### src/rtl/paq_pkg.sv
`timescale 1ns / 1ps
// ----------------------------------------------------------------------------
// paq_pkg: shared types and constants of the aging ready queue
// Field widths, action and status codes, controller commands and helpers.
// ----------------------------------------------------------------------------
package paq_pkg;

    // table sizes
    localparam int MAX_TASKS    = 64;
    localparam int QUEUE_DEPTH  = 16;
    localparam int PRIO_FLOOR   = 0;
    localparam int PRIO_CEIL    = 10;

    // field widths
    localparam int ACTION_W   = 3;
    localparam int TASK_W     = 6;
    localparam int BPRIO_W    = 8;
    localparam int EFF_W      = 4;
    localparam int BOOST_W    = 4;
    localparam int STATUS_W   = 2;
    localparam int QUANTUM_W  = 16;
    localparam int QDEPTH_W   = 5;
    localparam int CFG_IDX_W  = 2;
    localparam int CFG_DATA_W = 16;

    // derived widths
    localparam int SLOT_W      = $clog2(MAX_TASKS);
    localparam int SLOT_CALC_W = (TASK_W > SLOT_W) ? TASK_W : SLOT_W;
    localparam int Q_IDX_W     = $clog2(QUEUE_DEPTH);
    localparam int Q_CNT_W     = $clog2(QUEUE_DEPTH + 1);
    localparam int QENT_W      = TASK_W + EFF_W;

    typedef enum logic [ACTION_W-1:0] {
        ACT_ARRIVE    = 3'd0,
        ACT_COMPLETE  = 3'd1,
        ACT_IO_DONE   = 3'd2,
        ACT_SLICE_END = 3'd3,
        ACT_PICK      = 3'd4
    } action_t;

    typedef enum logic [STATUS_W-1:0] {
        ST_OK    = 2'd0,
        ST_EMPTY = 2'd1,
        ST_FULL  = 2'd2
    } status_t;

    typedef enum logic [CFG_IDX_W-1:0] {
        CFG_AGING_STEP = 2'd0,
        CFG_MAX_BOOST  = 2'd1,
        CFG_QUANTUM    = 2'd2
    } cfg_reg_t;

    // controller to datapath
    typedef struct packed {
        logic latch;
        logic set_empty;
        logic update;
        logic scan_init;
        logic scan_step;
        logic shift_init;
        logic shift_step;
        logic pop;
        logic finish;
    } paq_cmd_t;

    // datapath to controller
    typedef struct packed {
        logic is_pick;
        logic is_update;
        logic q_empty;
        logic walk_done;
    } paq_stat_t;

    // task id to boost table slot
    function automatic logic [SLOT_W-1:0] slot_of(input logic [TASK_W-1:0] id);
        logic [SLOT_CALC_W-1:0] wide;
        wide = SLOT_CALC_W'(id);
        return SLOT_W'(wide % MAX_TASKS);
    endfunction

    // static priority clamped into the valid range
    function automatic logic [EFF_W-1:0] clamp_prio(input logic signed [BPRIO_W-1:0] p);
        logic [EFF_W-1:0] r;
        if (p < PRIO_FLOOR)
            r = EFF_W'(PRIO_FLOOR);
        else if (p > PRIO_CEIL)
            r = EFF_W'(PRIO_CEIL);
        else
            r = p[EFF_W-1:0];
        return r;
    endfunction

endpackage

### src/rtl/paq_if.sv
`timescale 1ns / 1ps
// ----------------------------------------------------------------------------
// paq_if: request and response channels of the aging ready queue
// Valid/ready channels; a beat moves when valid and ready are both high.
// ----------------------------------------------------------------------------
interface paq_req_if;
    import paq_pkg::*;

    logic                       valid;
    logic                       ready;
    logic [ACTION_W-1:0]        action;
    logic [TASK_W-1:0]          task_id;
    logic signed [BPRIO_W-1:0]  base_priority;

    modport source (output valid, action, task_id, base_priority, input ready);
    modport sink   (input valid, action, task_id, base_priority, output ready);
endinterface

interface paq_rsp_if;
    import paq_pkg::*;

    logic                  valid;
    logic                  ready;
    logic [STATUS_W-1:0]   status;
    logic [TASK_W-1:0]     picked_task;
    logic [EFF_W-1:0]      picked_priority;
    logic [QUANTUM_W-1:0]  slice_ms;
    logic [QDEPTH_W-1:0]   queue_depth;

    modport source (output valid, status, picked_task, picked_priority, slice_ms,
                    queue_depth, input ready);
    modport sink   (input valid, status, picked_task, picked_priority, slice_ms,
                    queue_depth, output ready);
endinterface

### src/rtl/paq_ram.sv
`timescale 1ns / 1ps
// ----------------------------------------------------------------------------
// paq_ram: generic single-write, single-read RAM
// One write and one read per cycle; read data is registered.
// ----------------------------------------------------------------------------
module paq_ram #(
    parameter int WIDTH = 8,
    parameter int DEPTH = 16
) (
    input  logic                     clk,
    input  logic                     we,
    input  logic [$clog2(DEPTH)-1:0] waddr,
    input  logic [WIDTH-1:0]         wdata,
    input  logic [$clog2(DEPTH)-1:0] raddr,
    output logic [WIDTH-1:0]         rdata
);

    logic [WIDTH-1:0] mem [DEPTH];

    // write port
    always_ff @(posedge clk)
    begin
        if (we)
        begin
            mem[waddr] <= wdata;
        end
    end

    // registered read port
    always_ff @(posedge clk)
    begin
        rdata <= mem[raddr];
    end

endmodule

### src/rtl/paq_ctrl.sv
`timescale 1ns / 1ps
// ----------------------------------------------------------------------------
// paq_ctrl: sequencer of the aging ready queue
// Steps each beat through boost read, update or scan and compaction,
// and owns the response valid flag.
// ----------------------------------------------------------------------------
module paq_ctrl (
    input  logic               clk,
    input  logic               rst_n,
    input  logic               req_valid,
    output logic               req_ready,
    output logic               rsp_valid,
    input  logic               rsp_ready,
    input  paq_pkg::paq_stat_t stat,
    output paq_pkg::paq_cmd_t  cmd
);
    import paq_pkg::*;

    typedef enum logic [2:0] {
        S_IDLE,
        S_BOOST_RD,
        S_UPDATE,
        S_SCAN,
        S_SHIFT,
        S_FINISH
    } state_t;

    state_t state_reg;
    state_t state_next;
    logic   rsp_valid_reg;
    logic   rsp_valid_next;

    // next state and commands
    always_comb
    begin
        state_next = state_reg;
        cmd        = '0;
        unique case (state_reg)
            S_IDLE:
            begin
                if (req_valid)
                begin
                    cmd.latch  = 1'b1;
                    state_next = S_BOOST_RD;
                end
            end
            S_BOOST_RD:
            begin
                if (stat.is_pick)
                begin
                    if (stat.q_empty)
                    begin
                        cmd.set_empty = 1'b1;
                        state_next    = S_FINISH;
                    end
                    else
                    begin
                        cmd.scan_init = 1'b1;
                        state_next    = S_SCAN;
                    end
                end
                else if (stat.is_update)
                begin
                    state_next = S_UPDATE;
                end
                else
                begin
                    state_next = S_FINISH;
                end
            end
            S_UPDATE:
            begin
                cmd.update = 1'b1;
                state_next = S_FINISH;
            end
            S_SCAN:
            begin
                if (stat.walk_done)
                begin
                    cmd.shift_init = 1'b1;
                    state_next     = S_SHIFT;
                end
                else
                begin
                    cmd.scan_step = 1'b1;
                end
            end
            S_SHIFT:
            begin
                if (stat.walk_done)
                begin
                    cmd.pop    = 1'b1;
                    state_next = S_FINISH;
                end
                else
                begin
                    cmd.shift_step = 1'b1;
                end
            end
            S_FINISH:
            begin
                if (!rsp_valid_reg || rsp_ready)
                begin
                    cmd.finish = 1'b1;
                    state_next = S_IDLE;
                end
            end
            default:
            begin
                state_next = S_IDLE;
            end
        endcase
    end

    // response valid flag
    always_comb
    begin
        if (cmd.finish)
            rsp_valid_next = 1'b1;
        else if (rsp_ready)
            rsp_valid_next = 1'b0;
        else
            rsp_valid_next = rsp_valid_reg;
    end

    // state and registered outputs
    always_ff @(posedge clk or negedge rst_n)
    begin
        if (!rst_n)
        begin
            state_reg     <= S_IDLE;
            rsp_valid_reg <= 1'b0;
        end
        else
        begin
            state_reg     <= state_next;
            rsp_valid_reg <= rsp_valid_next;
        end
    end

    assign req_ready = (state_reg == S_IDLE);
    assign rsp_valid = rsp_valid_reg;

endmodule

### src/rtl/paq_dp.sv
`timescale 1ns / 1ps
// ----------------------------------------------------------------------------
// paq_dp: datapath of the aging ready queue
// Boost table RAM with per-entry valid flags, queue RAM, queue count,
// min-priority scan, compaction, configuration and response registers.
// ----------------------------------------------------------------------------
module paq_dp (
    input  logic                              clk,
    input  logic                              rst_n,
    input  paq_pkg::paq_cmd_t                 cmd,
    output paq_pkg::paq_stat_t                stat,
    input  logic [paq_pkg::ACTION_W-1:0]      req_action,
    input  logic [paq_pkg::TASK_W-1:0]        req_task_id,
    input  logic signed [paq_pkg::BPRIO_W-1:0] req_base_priority,
    input  logic                              cfg_we,
    input  logic [paq_pkg::CFG_IDX_W-1:0]     cfg_index,
    input  logic [paq_pkg::CFG_DATA_W-1:0]    cfg_data,
    output logic [paq_pkg::STATUS_W-1:0]      rsp_status,
    output logic [paq_pkg::TASK_W-1:0]        rsp_picked_task,
    output logic [paq_pkg::EFF_W-1:0]         rsp_picked_priority,
    output logic [paq_pkg::QUANTUM_W-1:0]     rsp_slice_ms,
    output logic [paq_pkg::QDEPTH_W-1:0]      rsp_queue_depth
);
    import paq_pkg::*;

    // configuration
    logic [BOOST_W-1:0]   aging_step_reg;
    logic [BOOST_W-1:0]   max_boost_reg;
    logic [QUANTUM_W-1:0] quantum_reg;

    // current beat
    action_t                   act_reg;
    logic [TASK_W-1:0]         task_reg;
    logic signed [BPRIO_W-1:0] bprio_reg;

    // queue and walk state
    logic [Q_CNT_W-1:0]   count_reg;
    logic [Q_CNT_W-1:0]   count_next;
    logic [MAX_TASKS-1:0] bvalid_reg;
    logic [Q_CNT_W-1:0]   rd_reg;
    logic [Q_CNT_W-1:0]   rd_next;
    logic                 pend_reg;
    logic                 pend_next;
    logic [Q_IDX_W-1:0]   pend_idx_reg;
    logic [Q_IDX_W-1:0]   best_idx_reg;
    logic [EFF_W-1:0]     best_prio_reg;
    logic [TASK_W-1:0]    best_task_reg;

    // staged result
    status_t              st_status_reg;
    logic [TASK_W-1:0]    st_task_reg;
    logic [EFF_W-1:0]     st_prio_reg;
    logic                 picked_reg;

    // response payload
    logic [STATUS_W-1:0]  out_status_reg;
    logic [TASK_W-1:0]    out_task_reg;
    logic [EFF_W-1:0]     out_prio_reg;
    logic [QUANTUM_W-1:0] out_slice_reg;
    logic [QDEPTH_W-1:0]  out_depth_reg;

    // combinational helpers
    logic [SLOT_W-1:0]    slot;
    logic [BOOST_W-1:0]   boost_rdata;
    logic [BOOST_W-1:0]   old_boost;
    logic [BOOST_W-1:0]   step;
    logic [BOOST_W:0]     boost_sum;
    logic [BOOST_W-1:0]   new_boost;
    logic [EFF_W-1:0]     base_clamped;
    logic [EFF_W-1:0]     eff;
    logic                 is_enq;
    logic                 is_upd;
    logic                 q_full;
    logic                 issue;
    logic [QENT_W-1:0]    q_rdata;
    logic [TASK_W-1:0]    q_task;
    logic [EFF_W-1:0]     q_prio;
    logic                 q_we;
    logic [Q_IDX_W-1:0]   q_waddr;
    logic [QENT_W-1:0]    q_wdata;
    logic                 take_best;

    // action decode
    always_comb
    begin
        is_enq = 1'b0;
        is_upd = 1'b0;
        unique case (act_reg) inside
            ACT_ARRIVE, ACT_IO_DONE, ACT_SLICE_END:
            begin
                is_enq = 1'b1;
                is_upd = 1'b1;
            end
            ACT_COMPLETE:
            begin
                is_upd = 1'b1;
            end
            default:
            begin
                is_enq = 1'b0;
            end
        endcase
    end

    assign slot = slot_of(task_reg);

    // boost table, unwritten entries read as zero
    paq_ram #(
        .WIDTH (BOOST_W),
        .DEPTH (MAX_TASKS)
    ) u_boost_ram (
        .clk   (clk),
        .we    (cmd.update),
        .waddr (slot),
        .wdata (new_boost),
        .raddr (slot),
        .rdata (boost_rdata)
    );

    assign old_boost = bvalid_reg[slot] ? boost_rdata : '0;
    assign step      = (aging_step_reg == '0) ? BOOST_W'(1) : aging_step_reg;
    assign boost_sum = {1'b0, old_boost} + {1'b0, step};

    // new boost: aged and saturated on I/O done and slice end, cleared otherwise
    always_comb
    begin
        if (act_reg == ACT_IO_DONE || act_reg == ACT_SLICE_END)
        begin
            if (boost_sum > {1'b0, max_boost_reg})
                new_boost = max_boost_reg;
            else
                new_boost = boost_sum[BOOST_W-1:0];
        end
        else
        begin
            new_boost = '0;
        end
    end

    // frozen effective priority
    assign base_clamped = clamp_prio(bprio_reg);
    assign eff = (base_clamped > EFF_W'(new_boost)) ? base_clamped - EFF_W'(new_boost) : '0;
    assign q_full = (count_reg == Q_CNT_W'(QUEUE_DEPTH));

    // queue RAM: append on enqueue, move down by one on compaction
    assign q_we    = (cmd.update && is_enq && !q_full) || (cmd.shift_step && pend_reg);
    assign q_waddr = cmd.update ? count_reg[Q_IDX_W-1:0] : pend_idx_reg - Q_IDX_W'(1);
    assign q_wdata = cmd.update ? {task_reg, eff} : q_rdata;

    paq_ram #(
        .WIDTH (QENT_W),
        .DEPTH (QUEUE_DEPTH)
    ) u_queue_ram (
        .clk   (clk),
        .we    (q_we),
        .waddr (q_waddr),
        .wdata (q_wdata),
        .raddr (rd_reg[Q_IDX_W-1:0]),
        .rdata (q_rdata)
    );

    assign q_task = q_rdata[QENT_W-1:EFF_W];
    assign q_prio = q_rdata[EFF_W-1:0];

    // walk over the queue: one read issued per step, data compared in the cycle after
    assign issue     = (rd_reg < count_reg);
    assign take_best = cmd.scan_step && pend_reg &&
                       ((pend_idx_reg == '0) || (q_prio < best_prio_reg));

    always_comb
    begin
        rd_next   = rd_reg;
        pend_next = pend_reg;
        if (cmd.scan_init)
        begin
            rd_next   = '0;
            pend_next = 1'b0;
        end
        else if (cmd.shift_init)
        begin
            rd_next   = Q_CNT_W'(best_idx_reg) + Q_CNT_W'(1);
            pend_next = 1'b0;
        end
        else if (cmd.scan_step || cmd.shift_step)
        begin
            rd_next   = issue ? rd_reg + Q_CNT_W'(1) : rd_reg;
            pend_next = issue;
        end
    end

    // queue count
    always_comb
    begin
        count_next = count_reg;
        if (cmd.update && is_enq && !q_full)
            count_next = count_reg + Q_CNT_W'(1);
        else if (cmd.pop)
            count_next = count_reg - Q_CNT_W'(1);
    end

    // control registers
    always_ff @(posedge clk or negedge rst_n)
    begin
        if (!rst_n)
        begin
            aging_step_reg <= BOOST_W'(1);
            max_boost_reg  <= BOOST_W'(5);
            quantum_reg    <= QUANTUM_W'(10);
            count_reg      <= '0;
            bvalid_reg     <= '0;
            rd_reg         <= '0;
            pend_reg       <= 1'b0;
            st_status_reg  <= ST_OK;
            picked_reg     <= 1'b0;
        end
        else
        begin
            if (cfg_we)
            begin
                unique case (cfg_index)
                    CFG_AGING_STEP: aging_step_reg <= cfg_data[BOOST_W-1:0];
                    CFG_MAX_BOOST:  max_boost_reg  <= cfg_data[BOOST_W-1:0];
                    CFG_QUANTUM:    quantum_reg    <= cfg_data[QUANTUM_W-1:0];
                    default:        quantum_reg    <= quantum_reg;
                endcase
            end
            count_reg <= count_next;
            rd_reg    <= rd_next;
            pend_reg  <= pend_next;
            if (cmd.update)
            begin
                bvalid_reg[slot] <= 1'b1;
            end
            if (cmd.latch)
            begin
                st_status_reg <= ST_OK;
                picked_reg    <= 1'b0;
            end
            else if (cmd.set_empty)
            begin
                st_status_reg <= ST_EMPTY;
            end
            else if (cmd.update && is_enq && q_full)
            begin
                st_status_reg <= ST_FULL;
            end
            else if (cmd.pop)
            begin
                picked_reg <= 1'b1;
            end
        end
    end

    // payload registers
    always_ff @(posedge clk)
    begin
        if (cmd.latch)
        begin
            act_reg     <= action_t'(req_action);
            task_reg    <= req_task_id;
            bprio_reg   <= req_base_priority;
            st_task_reg <= '0;
            st_prio_reg <= '0;
        end
        if (cmd.scan_step || cmd.shift_step)
        begin
            pend_idx_reg <= rd_reg[Q_IDX_W-1:0];
        end
        if (take_best)
        begin
            best_idx_reg  <= pend_idx_reg;
            best_prio_reg <= q_prio;
            best_task_reg <= q_task;
        end
        if (cmd.shift_init)
        begin
            st_task_reg <= best_task_reg;
            st_prio_reg <= best_prio_reg;
        end
        if (cmd.finish)
        begin
            out_status_reg <= st_status_reg;
            out_task_reg   <= picked_reg ? st_task_reg : '0;
            out_prio_reg   <= picked_reg ? st_prio_reg : '0;
            if (!picked_reg)
                out_slice_reg <= '0;
            else if (quantum_reg == '0)
                out_slice_reg <= QUANTUM_W'(1);
            else
                out_slice_reg <= quantum_reg;
            out_depth_reg <= QDEPTH_W'(count_reg);
        end
    end

    // status to the controller
    assign stat.is_pick   = (act_reg == ACT_PICK);
    assign stat.is_update = is_upd;
    assign stat.q_empty   = (count_reg == '0);
    assign stat.walk_done = !issue && !pend_reg;

    assign rsp_status          = out_status_reg;
    assign rsp_picked_task     = out_task_reg;
    assign rsp_picked_priority = out_prio_reg;
    assign rsp_slice_ms        = out_slice_reg;
    assign rsp_queue_depth     = out_depth_reg;

endmodule

### src/rtl/priority_aging_ready_queue.sv
`timescale 1ns / 1ps
// ----------------------------------------------------------------------------
// priority_aging_ready_queue: ready-queue scheduler with per-task aging boosts
// An enqueue or completion steps through boost read, update and finish; an empty
// pick or an unused action goes from boost read straight to finish.
// A pick scans every queued entry for the lowest priority, then compacts the entries
// behind the one taken, through the single queue RAM read port (scan, then
// compaction, one entry/cycle).
// One request in flight; the next is taken as soon as the response is loaded,
// even while that response still waits.
// Reset: empty queue, configuration registers to defaults, boosts read as zero at once.
// ----------------------------------------------------------------------------
module priority_aging_ready_queue (
    input  logic                               clk,
    input  logic                               rst_n,
    paq_req_if.sink                            req,
    paq_rsp_if.source                          rsp,
    input  logic                               cfg_we,
    input  logic [paq_pkg::CFG_IDX_W-1:0]      cfg_index,
    input  logic [paq_pkg::CFG_DATA_W-1:0]     cfg_data
);
    import paq_pkg::*;

    paq_cmd_t  cmd;
    paq_stat_t stat;

    // sequencer
    paq_ctrl u_ctrl (
        .clk       (clk),
        .rst_n     (rst_n),
        .req_valid (req.valid),
        .req_ready (req.ready),
        .rsp_valid (rsp.valid),
        .rsp_ready (rsp.ready),
        .stat      (stat),
        .cmd       (cmd)
    );

    // datapath
    paq_dp u_dp (
        .clk                 (clk),
        .rst_n               (rst_n),
        .cmd                 (cmd),
        .stat                (stat),
        .req_action          (req.action),
        .req_task_id         (req.task_id),
        .req_base_priority   (req.base_priority),
        .cfg_we              (cfg_we),
        .cfg_index           (cfg_index),
        .cfg_data            (cfg_data),
        .rsp_status          (rsp.status),
        .rsp_picked_task     (rsp.picked_task),
        .rsp_picked_priority (rsp.picked_priority),
        .rsp_slice_ms        (rsp.slice_ms),
        .rsp_queue_depth     (rsp.queue_depth)
    );

endmodule

### src/flat_wrapper.sv
// flat-port wrapper written by rule: the top's interface ports become plain ports
module priority_aging_ready_queue_flat import paq_pkg::*;
  (clk, rst_n, cfg_we, cfg_index, cfg_data, req_valid, req_action, req_task_id, req_base_priority, req_ready, rsp_valid, rsp_status, rsp_picked_task, rsp_picked_priority, rsp_slice_ms, rsp_queue_depth, rsp_ready);
  paq_req_if req_i ();
  paq_rsp_if rsp_i ();
  input  logic clk;
  input  logic rst_n;
  input  logic cfg_we;
  input  logic [paq_pkg::CFG_IDX_W-1:0] cfg_index;
  input  logic [paq_pkg::CFG_DATA_W-1:0] cfg_data;
  input wire logic [$bits(req_i.valid)-1:0] req_valid;
  input wire logic [$bits(req_i.action)-1:0] req_action;
  input wire logic [$bits(req_i.task_id)-1:0] req_task_id;
  input wire logic [$bits(req_i.base_priority)-1:0] req_base_priority;
  output wire logic [$bits(req_i.ready)-1:0] req_ready;
  output wire logic [$bits(rsp_i.valid)-1:0] rsp_valid;
  output wire logic [$bits(rsp_i.status)-1:0] rsp_status;
  output wire logic [$bits(rsp_i.picked_task)-1:0] rsp_picked_task;
  output wire logic [$bits(rsp_i.picked_priority)-1:0] rsp_picked_priority;
  output wire logic [$bits(rsp_i.slice_ms)-1:0] rsp_slice_ms;
  output wire logic [$bits(rsp_i.queue_depth)-1:0] rsp_queue_depth;
  input wire logic [$bits(rsp_i.ready)-1:0] rsp_ready;
  assign req_i.valid = req_valid;
  assign req_i.action = req_action;
  assign req_i.task_id = req_task_id;
  assign req_i.base_priority = req_base_priority;
  assign req_ready = req_i.ready;
  assign rsp_valid = rsp_i.valid;
  assign rsp_status = rsp_i.status;
  assign rsp_picked_task = rsp_i.picked_task;
  assign rsp_picked_priority = rsp_i.picked_priority;
  assign rsp_slice_ms = rsp_i.slice_ms;
  assign rsp_queue_depth = rsp_i.queue_depth;
  assign rsp_i.ready = rsp_ready;
  priority_aging_ready_queue u_core (.clk(clk), .rst_n(rst_n), .req(req_i), .rsp(rsp_i), .cfg_we(cfg_we), .cfg_index(cfg_index), .cfg_data(cfg_data));
endmodule
### config.mk
export PLATFORM = sky130hd
export DESIGN_NAME = priority_aging_ready_queue_flat
export DESIGN_NICKNAME = d
export VERILOG_FILES = /design/src/rtl/paq_pkg.sv /design/src/rtl/paq_if.sv /design/src/rtl/paq_ram.sv /design/src/rtl/paq_ctrl.sv /design/src/rtl/paq_dp.sv /design/src/rtl/priority_aging_ready_queue.sv /design/src/flat_wrapper.sv
export SDC_FILE = /design/constraint.sdc
export NUM_CORES = 1
export LEC_CHECK = 0
export ABC_AREA = 1
export BUFFER_PORTS_ARGS = -buffer_cell sky130_fd_sc_hd__buf_4
export CAP_MARGIN = 20
export CORE_MARGIN = 5
export CORE_UTILIZATION = 45
export DETAILED_ROUTE_END_ITERATION = 8
export GPL_TIMING_DRIVEN = 0
export PLACE_DENSITY = 0.69
export SLEW_MARGIN = 20
export SYNTH_ARGS = -nofsm -noshare
export SYNTH_HDL_FRONTEND = slang
export SYNTH_SLANG_ARGS = --single-unit
### constraint.sdc
create_clock -name clk -period 17 [get_ports clk]
set_clock_uncertainty 0.05 [all_clocks]
set_input_delay 1.7 -clock clk [delete_from_list [all_inputs] [get_ports clk]]
set_output_delay 1.7 -clock clk [all_outputs]
set_load 0.01 [all_outputs]
==> impl_metrics.json <==
{
  "post-route-util_pct": 52.5,
  "cp-end-kind": "flip-flop",
  "clkLatencyLatePin_ns": 0.64,
  "cts-root-buf": "clkbuf_16",
  "power_w": 0.00453,
  "fin_crit_ns": 7.08,
  "hold_viol": 0,
  "ir_drop_mv": 0.0969,
  "area_growth_pct": 15.9,
  "rsz0062_at_grt": "false",
  "maxClockFrequency_mhz": 141,
  "synth.ff_latch_count": 614,
  "avgRoutedWirePerCell_um": 22.3,
  "die_h_um": 245,
  "final_cell_mix": "edfxtp_1, nand2_1, nor2_1",
  "hp-class": "reg2reg",
  "maxCapViolations": 0,
  "grt_use_total_pct": 21.7,
  "rows": 86,
  "power.density_mw_per_mm2": 157,
  "num_vias": 16807,
  "synth-edff-count": 494,
  "synth_seq_area_share_pct": 71.5,
  "setup_tns_ns": 0,
  "pin_count": 75,
  "synth.avg_cell_area_um2": 12.1,
  "whs_path_depth": 0,
  "synth_nets": 2113,
  "r2r_cells": 26,
  "synth_cell_types": 49,
  "cp_max_fo": 16,
  "dp_hpwl_um": 45500,
  "place_area_mm2": 0.0266,
  "drive_gt1_share_pct": 14.7,
  "cts-hold-fix-buffers": 0,
  "outcome": "finished clean",
  "cts_buffers": 60,
  "gp_congestion": 0.910,
  "core_mm2": 0.0549,
  "nFillCells": 4588,
  "crit_type": "reg2reg",
  "antenna_left": 0,
  "synth_flop_cell": "edfxtp_1",
  "ff_latch_area_mm2": 0.0178,
  "required_ns": 17.24,
  "leakage_nw": 11.0,
  "antennaDiodeCount": 0,
  "finalNetCount": 2277,
  "dieArea_mm2": 0.0600,
  "cts.repair.resized": 0,
  "vias_per_cell": 5.67,
  "grt_pass1_wl_um": 99800,
  "drc": 0,
  "drt_iter0_drc": 2335,
  "start_util_pct": 45.3,
  "crit_path_start_kind": "flip-flop",
  "cts_tree": "yes",
  "tightest_slew_ns": 1.15,
  "portBuffers": 74,
  "final-setup-viol-count": 0,
  "ys_warn_count": 0,
  "grt.overflow.total": 0,
  "grt_max_degree": 107,
  "post-route-period-util_pct": 41.6,
  "syn_inst": 2045,
  "clk_path_buf_depth": 3,
  "die_w_um": 245,
  "wirelength_um": 66200,
  "synth.cell_area_mm2": 0.0248,
  "rrSetupSlack_ns": 9.92,
  "post_cts_buffers": 0,
  "async_flop_share_pct": 17.3,
  "finalMaxSlewViolations": 0,
  "cts.clk_slew.worst_paths_ns": 0.06,
  "antenna_found_initial": 0,
  "htree_levels": 2,
  "grt_pass1_vias": 16736,
  "arrival_ns": 7.32,
  "maxSlewHeadroom_pct": 23.0,
  "clock_sinks": 614,
  "first_pass_iters": 6,
  "largest_reg_flops": 256,
  "final_cell_area_mm2": 0.0288,
  "mostFrequentLayoutCell": "edfxtp_1",
  "multi_input_area_mm2": 0.00612
}
[power breakdown]
part	switching [W]	total (W)	internal, W
Clock	0.000579	0.00141	0.000836
Sequential	0.0000780	0.00199	0.00191
Combinational	0.000796	0.00113	0.000331
Total	0.00145	0.00453	0.00307
[final timing paths]
check / from / to
min in group asynchronous: rst_n / u_core.u_dp.rd_reg[0]
min reg2reg: u_core.u_dp.st_status_reg[0] / u_core.u_dp.rsp_status[0]
max: u_core.u_dp.task_reg[3] / u_core.u_dp.u_queue_ram.mem[5][1]
max in group asynchronous: rst_n / u_core.u_dp.max_boost_reg[2]
max reg2reg: u_core.u_dp.task_reg[3] / u_core.u_dp.u_queue_ram.mem[5][1]
min: u_core.u_dp.st_status_reg[0] / u_core.u_dp.rsp_status[0]
[cell type report]
type | count | area share, %
repair buffers | 102 | 3.04
plain buffers | 85 | 1.37
well taps | 704 | 3.06
inverters | 168 | 2.20
clock inverters | 31 | 1.46
multi-input cells | 1178 | 21.3
flip-flops and latches | 614 | 61.7
clock buffers | 81 | 5.87
[kinds of logic (layout without fill, tap and decap cells)]
| kind of cell | count (synthesis) | after routing | share of synthesized area (%) |
|---|---|---|---|
| adders and majority gates | 28 | 28 | 1.50 |
| DFF | 614 | 614 | 71.5 |
| xor gates and xnor gates | 9 | 9 | 0.317 |
| muxes | 33 | 33 | 1.33 |
| buffers and inverters | 253 | 467 | 4.13 |
| and+or+nand+nor | 808 | 808 | 14.0 |
| AOI/OAI and AO/OA | 300 | 300 | 7.17 |
[cell usage after synthesis (all sizes together), types with 20 or more instances]
cell,n,share of area (%)
edfxtp,494,60
nand2,426,6.5
nor2,217,3.4
o21ai,178,3.6
inv,166,2.5
dfrtp,101,10
nand3,64,1.5
nand4,56,1.5
buf,49,1.0
clkbuf,36,0.54
mux2i,33,1.3
o221ai,33,1.2
a21oi,29,0.58
ha,25,1.3
or2,22,0.55
nor3,21,0.47
a22oi,20,0.60
[layer usage]
metal  vias up  part of all wire (%)  GRT usage (%)
li1       7516                     -              -
met1      8230                    40           29.7
met2       910                    46           34.4
met3       151                    11           5.85
met4         0                   2.9           6.53
met5         -                     0              0
[critical path: stages, from the launching register on]
cell,delay (ns)
edfxtp_1,0.52
nor3_1,0.77
o21ai_0,0.44
nand2_1,0.17
nor2_1,0.10
a21boi_0,0.35
ha_1,0.31
nand3_1,0.07
nand3_1,0.08
xor2_1,0.17
ha_1,0.31
a21oi_1,0.11
o21ai_0,0.10
o21ai_0,0.08
nand2_1,0.12
inv_1,0.19
nor2_1,0.07
nor3_2,0.37
buf_4,0.31
buf_4,0.20
buf_4,0.17
inv_1,0.05
ha_1,0.36
nand2_1,0.09
o21ai_0,0.21
nand3_1,0.20
o21ai_2,0.75
[per-stage QoR]
stage / setup WS [ns] / hold slack (ns) / std cells
global placement: 4.45 / 0.372 / 2823
global route: 9.43 / 0.402 / 2963
floorplan: 9.46 / 0.359 / 2045
finish: 9.92 / 0.399 / 2963
detailed placement: 10.06 / 0.370 / 2850
CTS: 10.06 / 0.400 / 2962
Note: power is estimated with default switching activity, not from simulation.
